$ cat src/rtl/crrts_pkg.sv
`default_nettype none
package crrts_pkg;

	localparam int NUM_TASKS = 8;
	localparam int TASK_W    = 3;
	localparam int SP_W      = 32;
	localparam int REQ_W     = 3;

	localparam logic [REQ_W-1:0] REQ_INIT     = 3'd0;
	localparam logic [REQ_W-1:0] REQ_SET_SIZE = 3'd1;
	localparam logic [REQ_W-1:0] REQ_YIELD    = 3'd2;
	localparam logic [REQ_W-1:0] REQ_RETURNED = 3'd3;
	localparam logic [REQ_W-1:0] REQ_SUSPEND  = 3'd4;
	localparam logic [REQ_W-1:0] REQ_RESUME   = 3'd5;
	localparam logic [REQ_W-1:0] REQ_RESTART  = 3'd6;
	localparam logic [REQ_W-1:0] REQ_RESET    = 3'd7;

	// controller -> datapath
	typedef struct packed {
		logic capture;
		logic apply;
		logic init_rd;
		logic init_add;
		logic scan_step;
		logic fetch;
	} crrts_cmd_t;

	// datapath -> controller
	typedef struct packed {
		logic [REQ_W-1:0] req;
		logic             init_last;
		logic             found;
		logic             scan_last;
	} crrts_sts_t;

endpackage
`default_nettype wire

$ cat src/rtl/crrts_ctrl.sv
`default_nettype none
module crrts_ctrl (
	input  wire logic                clk,
	input  wire logic                arst_n,
	input  wire logic                start,
	input  wire crrts_pkg::crrts_sts_t sts,
	output crrts_pkg::crrts_cmd_t    cmd,
	output logic                     busy,
	output logic                     done
);
	import crrts_pkg::*;

	localparam logic [2:0] S_IDLE     = 3'd0;
	localparam logic [2:0] S_DECODE   = 3'd1;
	localparam logic [2:0] S_INIT_RD  = 3'd2;
	localparam logic [2:0] S_INIT_ADD = 3'd3;
	localparam logic [2:0] S_SCAN     = 3'd4;
	localparam logic [2:0] S_FETCH    = 3'd5;
	localparam logic [2:0] S_RESP     = 3'd6;

	logic [2:0] state_q;
	logic [2:0] state_d;

	always_comb begin
		state_d = state_q;
		cmd     = '0;
		case (state_q)
			S_IDLE: begin
				if (start) begin
					cmd.capture = 1'b1;
					state_d     = S_DECODE;
				end
			end
			S_DECODE: begin
				cmd.apply = 1'b1;
				if (sts.req == REQ_INIT)
					state_d = S_INIT_RD;
				else if (sts.req == REQ_YIELD || sts.req == REQ_RETURNED)
					state_d = S_SCAN;
				else
					state_d = S_RESP;
			end
			S_INIT_RD: begin
				cmd.init_rd = 1'b1;
				state_d     = S_INIT_ADD;
			end
			S_INIT_ADD: begin
				cmd.init_add = 1'b1;
				state_d      = sts.init_last ? S_RESP : S_INIT_RD;
			end
			S_SCAN: begin
				cmd.scan_step = 1'b1;
				if (sts.found)
					state_d = S_FETCH;
				else if (sts.scan_last)
					state_d = S_RESP;
			end
			S_FETCH: begin
				cmd.fetch = 1'b1;
				state_d   = S_RESP;
			end
			S_RESP: begin
				state_d = S_IDLE;
			end
			default: begin
				state_d = S_IDLE;
			end
		endcase
	end

	always_ff @(posedge clk or negedge arst_n) begin
		if (!arst_n)
			state_q <= S_IDLE;
		else
			state_q <= state_d;
	end

	assign busy = (state_q != S_IDLE);
	assign done = (state_q == S_RESP);

endmodule
`default_nettype wire

$ cat src/rtl/crrts_dp.sv
`default_nettype none
module crrts_dp (
	input  wire logic                        clk,
	input  wire logic                        arst_n,
	input  wire crrts_pkg::crrts_cmd_t       cmd,
	output crrts_pkg::crrts_sts_t            sts,
	input  wire logic                        cfg_we,
	input  wire logic                        cfg_data,
	input  wire logic [crrts_pkg::REQ_W-1:0] req_type,
	input  wire logic [crrts_pkg::TASK_W-1:0] task_number,
	input  wire logic [crrts_pkg::SP_W-1:0]  sp_value,
	output logic                             dispatched,
	output logic [crrts_pkg::TASK_W-1:0]     next_task,
	output logic                             start_fresh,
	output logic [crrts_pkg::SP_W-1:0]       load_sp,
	output logic                             none_ready
);
	import crrts_pkg::*;

	localparam logic [TASK_W-1:0] LAST_TASK = TASK_W'(NUM_TASKS - 1);

	// per-task stores, no reset
	logic [SP_W-1:0] saved_sp_mem   [NUM_TASKS];
	logic [SP_W-1:0] start_sp_mem   [NUM_TASKS];
	logic [SP_W-1:0] stack_size_mem [NUM_TASKS];

	logic [REQ_W-1:0]     req_q;
	logic [TASK_W-1:0]    tn_q;
	logic [SP_W-1:0]      spv_q;
	logic                 grows_up_q;
	logic [TASK_W-1:0]    cur_q;
	logic [NUM_TASKS-1:0] fresh_q;
	logic [NUM_TASKS-1:0] susp_q;
	logic [TASK_W-1:0]    cnt_q;
	logic [SP_W-1:0]      run_q;
	logic [SP_W-1:0]      size_rd_q;
	logic [TASK_W-1:0]    t_q;
	logic                 res_disp_q;
	logic [TASK_W-1:0]    res_task_q;
	logic                 res_fresh_q;
	logic [SP_W-1:0]      load_sp_q;
	logic                 res_none_q;

	logic                 tn_ok;
	logic [TASK_W-1:0]    t_next;
	logic                 found;

	assign tn_ok  = {1'b0, tn_q} < (TASK_W+1)'(NUM_TASKS);
	assign t_next = (t_q == LAST_TASK) ? '0 : t_q + 1'b1;
	assign found  = !susp_q[t_next];

	assign sts.req       = req_q;
	assign sts.init_last = (cnt_q == LAST_TASK);
	assign sts.found     = found;
	assign sts.scan_last = (cnt_q == LAST_TASK);

	always_ff @(posedge clk or negedge arst_n) begin
		if (!arst_n)
			grows_up_q <= 1'b0;
		else if (cfg_we)
			grows_up_q <= cfg_data;
	end

	// request beat
	always_ff @(posedge clk) begin
		if (cmd.capture) begin
			req_q <= req_type;
			tn_q  <= task_number;
			spv_q <= sp_value;
		end
	end

	// task flags and current task
	always_ff @(posedge clk or negedge arst_n) begin
		if (!arst_n) begin
			cur_q   <= '0;
			fresh_q <= '1;
			susp_q  <= '0;
		end else if (cmd.apply) begin
			case (req_q)
				REQ_INIT: begin
					// task 0 is dispatched right away, so only it is not fresh
					fresh_q <= {{(NUM_TASKS-1){1'b1}}, 1'b0};
					susp_q  <= '0;
					cur_q   <= '0;
				end
				REQ_RETURNED: begin
					susp_q[cur_q]  <= 1'b1;
					fresh_q[cur_q] <= 1'b1;
				end
				REQ_SUSPEND: begin
					susp_q[cur_q] <= 1'b1;
				end
				REQ_RESUME: begin
					if (tn_ok)
						susp_q[tn_q] <= 1'b0;
				end
				REQ_RESTART: begin
					if (tn_ok) begin
						fresh_q[tn_q] <= 1'b1;
						susp_q[tn_q]  <= 1'b0;
					end
				end
				REQ_RESET: begin
					if (tn_ok) begin
						fresh_q[tn_q] <= 1'b1;
						susp_q[tn_q]  <= 1'b1;
					end
				end
				default: begin
				end
			endcase
		end else if (cmd.scan_step && found) begin
			cur_q           <= t_next;
			fresh_q[t_next] <= 1'b0;
		end
	end

	// sequencing: init walk counter, running pointer, scan position
	always_ff @(posedge clk) begin
		if (cmd.apply) begin
			cnt_q <= '0;
			run_q <= spv_q;
			t_q   <= cur_q;
		end else if (cmd.init_add) begin
			cnt_q <= cnt_q + 1'b1;
			run_q <= grows_up_q ? run_q + size_rd_q : run_q - size_rd_q;
		end else if (cmd.scan_step) begin
			cnt_q <= cnt_q + 1'b1;
			t_q   <= t_next;
		end
	end

	// result registers
	always_ff @(posedge clk) begin
		if (cmd.apply) begin
			res_disp_q  <= (req_q == REQ_INIT);
			res_task_q  <= '0;
			res_fresh_q <= (req_q == REQ_INIT);
			load_sp_q   <= (req_q == REQ_INIT) ? spv_q : '0;
			res_none_q  <= 1'b0;
		end else if (cmd.scan_step) begin
			if (found) begin
				res_disp_q  <= 1'b1;
				res_task_q  <= t_next;
				res_fresh_q <= fresh_q[t_next];
			end else if (sts.scan_last) begin
				res_none_q <= 1'b1;
			end
		end else if (cmd.fetch) begin
			load_sp_q <= res_fresh_q ? start_sp_mem[t_q] : saved_sp_mem[t_q];
		end
	end

	always_ff @(posedge clk) begin
		if (cmd.apply && req_q == REQ_YIELD)
			saved_sp_mem[cur_q] <= spv_q;
	end

	always_ff @(posedge clk) begin
		if (cmd.apply && req_q == REQ_SET_SIZE && tn_ok)
			stack_size_mem[tn_q] <= spv_q;
		if (cmd.init_rd)
			size_rd_q <= stack_size_mem[cnt_q];
	end

	always_ff @(posedge clk) begin
		if (cmd.init_rd)
			start_sp_mem[cnt_q] <= run_q;
	end

	assign dispatched  = res_disp_q;
	assign next_task   = res_task_q;
	assign start_fresh = res_fresh_q;
	assign load_sp     = load_sp_q;
	assign none_ready  = res_none_q;

endmodule
`default_nettype wire

$ cat src/rtl/cooperative_round_robin_task_scheduler_core.sv
`default_nettype none
// Round-robin scheduler for a cooperative task kernel. Pulse start with a request while
// busy is low; busy stays high until the result beat, which is shown for exactly one
// cycle with done high and must be taken then, since the block cannot be held off.
// Every request gives one result. Set size, suspend, resume, restart and reset go from
// accept through a decode step straight to done. Yield and task-returned walk the task
// flags one entry per cycle (up to 8 steps) and, if a ready task is found, then read
// its stack pointer from its store. Init walks the 8 stack sizes through a single
// adder, with a read and an add step per task. The next request can be taken the cycle
// after done. stack_grows_up is written through the cfg port, which is always ready;
// write it only while the block is idle.
module cooperative_round_robin_task_scheduler_core (
	input  wire logic                         clk,
	input  wire logic                         arst_n,
	input  wire logic                         start,
	output logic                              busy,
	input  wire logic [crrts_pkg::REQ_W-1:0]  req_type,
	input  wire logic [crrts_pkg::TASK_W-1:0] task_number,
	input  wire logic [crrts_pkg::SP_W-1:0]   sp_value,
	input  wire logic                         cfg_valid,
	output logic                              cfg_ready,
	input  wire logic                         cfg_data,
	output logic                              done,
	output logic                              dispatched,
	output logic [crrts_pkg::TASK_W-1:0]      next_task,
	output logic                              start_fresh,
	output logic [crrts_pkg::SP_W-1:0]        load_sp,
	output logic                              none_ready
);
	import crrts_pkg::*;

	crrts_cmd_t cmd;
	crrts_sts_t sts;
	logic       ctrl_start;

	assign cfg_ready  = 1'b1;
	assign ctrl_start = start && !busy;

	crrts_ctrl u_ctrl (
		.clk    (clk),
		.arst_n (arst_n),
		.start  (ctrl_start),
		.sts    (sts),
		.cmd    (cmd),
		.busy   (busy),
		.done   (done)
	);

	crrts_dp u_dp (
		.clk         (clk),
		.arst_n      (arst_n),
		.cmd         (cmd),
		.sts         (sts),
		.cfg_we      (cfg_valid && cfg_ready),
		.cfg_data    (cfg_data),
		.req_type    (req_type),
		.task_number (task_number),
		.sp_value    (sp_value),
		.dispatched  (dispatched),
		.next_task   (next_task),
		.start_fresh (start_fresh),
		.load_sp     (load_sp),
		.none_ready  (none_ready)
	);

endmodule
`default_nettype wire
$ cat config.mk
export PLATFORM = sky130hd
export DESIGN_NAME = cooperative_round_robin_task_scheduler_core
export DESIGN_NICKNAME = d
export VERILOG_FILES = /design/src/rtl/crrts_pkg.sv /design/src/rtl/crrts_ctrl.sv /design/src/rtl/crrts_dp.sv /design/src/rtl/cooperative_round_robin_task_scheduler_core.sv
export SDC_FILE = /design/constraint.sdc
export NUM_CORES = 1
export LEC_CHECK = 0
export BUFFER_PORTS_ARGS = -buffer_cell sky130_fd_sc_hd__buf_2
export CORE_MARGIN = 5
export CORE_UTILIZATION = 54
export CTS_BUF_LIST = sky130_fd_sc_hd__clkbuf_2 sky130_fd_sc_hd__clkbuf_4 sky130_fd_sc_hd__clkbuf_8
export CTS_CLUSTER_DIAMETER = 200
export DETAILED_ROUTE_END_ITERATION = 16
export PLACE_DENSITY = 0.7
export SETUP_SLACK_MARGIN = 0.1
export SYNTH_ARGS = -nofsm -noshare
export SYNTH_HDL_FRONTEND = slang
export SYNTH_SLANG_ARGS = --single-unit
$ cat constraint.sdc
create_clock -name clk -period 8.2 [get_ports clk]
set_clock_uncertainty 0.15 [all_clocks]
set_input_delay 1.64 -clock clk [delete_from_list [all_inputs] [get_ports clk]]
set_output_delay 1.64 -clock clk [all_outputs]
set_load 0.03 [all_outputs]
==> flow_metrics.py <==
metrics = {
    "die": {
        "die_area_mm2": 0.0753,
        "die_y_um": 274,
        "start_util_pct": 54.2,
        "core_mm2": 0.0697,
        "num_rows": 97,
        "ios": 84,
        "die_w_um": 274,
    },
    "layout": {
        "final_util_pct": 60.7,
        "layout.nets": 2299,
        "multiInputGateArea_mm2": 0.00935,
        "nFillCells": 5036,
        "final_common_cell": "edfxtp_1",
        "seqCellArea_mm2": 0.0280,
        "drive_gt1_share_pct": 25.6,
        "mostFrequentLayoutCells": "907 x edfxtp_1, 162 x mux4_2, 153 x clkbuf_8",
        "syn2layout_area_growth_pct": 12.1,
    },
    "power": {
        "internal_power_mw": 10.5,
        "comb_power_share_pct": 30.6,
        "peakVddDrop_mv": 0.263,
        "power_frac_clock_pct": 24.5,
        "seqPwrFrac_pct": 44.9,
        "p_sw_share_pct": 33.2,
        "power.density_mw_per_mm2": 372,
        "p_leak_nw": 13.9,
        "switchingPower_mw": 5.22,
    },
    "grt": {
        "antenna_found_initial": 1,
        "grt_max_degree": 103,
        "grt_usage_pct": 23.1,
        "grt_pass1_wl_um": 128000,
        "grt_pass1_vias": 20400,
        "grt_overflow": 0,
    },
    "yosys": {
        "yosys.cell_types.count": 77,
        "synth_flop_cell": "edfxtp_1",
        "synth_area_per_cell_um2": 18.4,
        "ys_seq_area_share_pct": 74.3,
        "synth_area_mm2": 0.0377,
        "synth_async_sr_flop_share_pct": 2.45,
        "yosys_register_bits": 940,
        "synth_nets": 2135,
        "synth-edff-count": 907,
        "netlist_instances": 2050,
        "yosysWarnings": 0,
    },
    "clock_network": {
        "clk_latency_ns": 0.80,
        "cts-root-buf": "clkbuf_8",
        "cts_hold_buf": 0,
        "ctsResizeCount": 0,
        "cts_made_buffers": 148,
        "post_cts_buffers": 0,
        "clock_path_buffers": 3,
        "clk_pin_slew_ns": 0.06,
        "cts_tree": "yes",
        "htreeDepth": 4,
        "cts.sinks": 940,
    },
    "sta": {
        "slew_violations": 0,
        "hold_slack_ns": 0.298,
        "setup_viol": 0,
        "fin_crit_ns": 4.46,
        "finalCritPeriodShare_pct": 54.4,
        "fmax_ghz": 0.224,
        "hold_viol": 0,
        "fin_tns_setup_ns": 0,
        "rsz0062_at_grt": "no",
        "maxSlewHeadroom_pct": 22.9,
        "worstMarginPinSlew_ns": 1.16,
    },
    "placement": {
        "port_buffers": 82,
        "place_hpwl_um": 48300,
        "place.gp.congestion": 0.889,
    },
    "worst_setup_path": {
        "crit_path_max_fanout": 10,
        "crit_type": "flop to flop",
        "critPathCaptureType": "flop",
        "start_kind": "flop",
        "crit_family": "simple AND/OR/NAND/NOR gates",
        "cpMaxStageDelayCell": "a2111oi_0",
        "cpPeakStageDelay_ns": 0.58,
        "required_ns": 8.55,
        "crit_top_cell": "a21oi_1",
        "crit_buf_inv": 0,
        "crit_chain": "nor3_2, and3b_1, and2_1, and2b_1, nor3b_2, a21oi_1, xor2_1, ha_1, a21o_1, o21bai_1, a2111oi_0, nand2_1, o21ai_0, xnor2_1, a21oi_1",
        "cp.arrival_ns": 4.82,
    },
    "detailed_routing": {
        "remaining_drc_errors": 0,
        "routed_via_density": 6.09,
        "ant_nets": 0,
        "routed_wirelength_um": 85700,
        "num_vias": 19900,
        "route.detailed.wl_per_inst_um": 26.2,
        "drt_iter0_markers": 1770,
        "dr.pass1.iters": 5,
    },
    "hold_path": {
        "hold_path_class": "flop to flop",
    },
    "run_status": {
        "status": "complete, no violations",
    },
    "job": {
        "drv_cap": 0,
    },
}
==> logic make-up (layout without fill, tap and decap cells) <==
family / Yosys count / after routing / share of synthesized area [%]
buffers and inverters: 135 / 415 / 1.60
flip-flops: 940 / 940 / 74.3
AND/OR/NAND/NOR: 318 / 318 / 4.33
other: 1 / 4 / 0.00994
multiplexers: 178 / 178 / 10.1
XOR/XNOR: 59 / 59 / 1.37
AO/OA/AOI/OAI: 377 / 377 / 6.89
adder cells (fa/ha/maj): 42 / 42 / 1.41
==> path summary, 6_finish.rpt <==
path                            slack (ns)               from  cells past startpoint                 to
min in group asynchronous             0.69             arst_n                      1     u_dp.susp_q[1]
worst min-delay path                  0.30  u_dp.next_task[1]                      1  u_dp.next_task[1]
worst max register to register        3.74  u_dp.size_rd_q[2]                     15     u_dp.run_q[31]
worst max-delay path                  3.74  u_dp.size_rd_q[2]                     15     u_dp.run_q[31]
worst min register to register        0.30  u_dp.next_task[1]                      1  u_dp.next_task[1]
max in group asynchronous             6.81             arst_n                      1      u_dp.cur_q[1]
==> final cells by class <==
cell class / instances / area share (%)
Sequential cell: 940 / 66.3
Multi-Input combinational cell: 975 / 22.1
Clock buffer: 202 / 5.85
Tap cell: 940 / 2.78
Timing Repair Buffer: 125 / 1.76
Clock inverter: 64 / 1.02
Inverter: 24 / 0.213
Antenna cell: 3 / 0.0177
==> per-layer routing <==
| layer | track usage, % | routed length, um | vias up |
|---|---|---|---|
| met1 | 32.7 | 36400 | 10300 |
| met5 | 0 | 0 | - |
| met4 | 7.22 | 1950 | 0 |
| met3 | 4.82 | 6080 | 129 |
| li1 | - | - | 8763 |
| met2 | 36.7 | 41200 | 746 |
==> cell usage after synthesis, types with 5 or more instances <==
cell	instances	area, um^2
a21o_1	15	113
dfxtp_1	10	200
nand4_1	40	250
xor2_1	33	289
a21oi_1	87	435
a22oi_1	128	961
o22ai_1	6	37.5
nor2b_1	16	100
nand3_1	17	85.1
dfrtp_1	15	375
and3_1	5	31.3
nand2b_1	8	50.1
inv_1	23	86.3
nor3b_1	8	60.1
xnor2_1	26	228
edfxtp_1	907	27200
clkbuf_1	82	308
a22o_1	44	385
or3_1	6	37.5
nor3_1	21	105
nand2_1	73	274
nor2_1	86	323
dfstp_2	8	210
mux4_2	162	3650
o21bai_1	8	60.1
buf_2	19	95.1
o21ai_0	40	200
ha_1	41	513
mux2_2	9	101
a31oi_1	6	37.5
nand3b_1	10	75.1
mux2i_1	7	70.1
==> state kept, by name, indices dropped and copies added, names as in the netlist, 3 cells and up, named ones only <==
name and cells:
u_dp.fresh_q 8, u_dp.tn_q 3, u_dp.run_q 32, u_dp.stack_size_mem 256, u_dp.start_sp_mem 256, u_dp.req_q 3
u_dp.susp_q 8, u_dp.size_rd_q 32, u_dp.load_sp 32, u_dp.next_task 3, u_dp.t_q 3, u_dp.spv_q 32
u_ctrl.state_q 3, u_dp.cur_q 3, u_dp.saved_sp_mem 256, u_dp.cnt_q 3
==> through the flow <==
step,instance area [um^2],std cells,setup WS [ns],total power [mW]
CTS,42300,3270,3.68,15.8
finish,42300,3273,3.74,15.7
detailed placement,39400,3004,3.69,12.0
global placement,39400,3004,3.70,11.9
floorplan,37700,2050,3.97,10.5
global route,42300,3271,3.41,16.6
==> power by group through the flow <==
stage	Clock, mW	Combinational, mW	Sequential, mW
4_1_cts	3.94	4.84	7.06
3_3_place_gp	0	4.78	7.11
6_report	3.86	4.81	7.07
3_5_place_dp	0	4.81	7.16
5_1_grt	4.18	5.23	7.15
2_1_floorplan	0	3.62	6.91
Power figures use the tool's default switching activity.
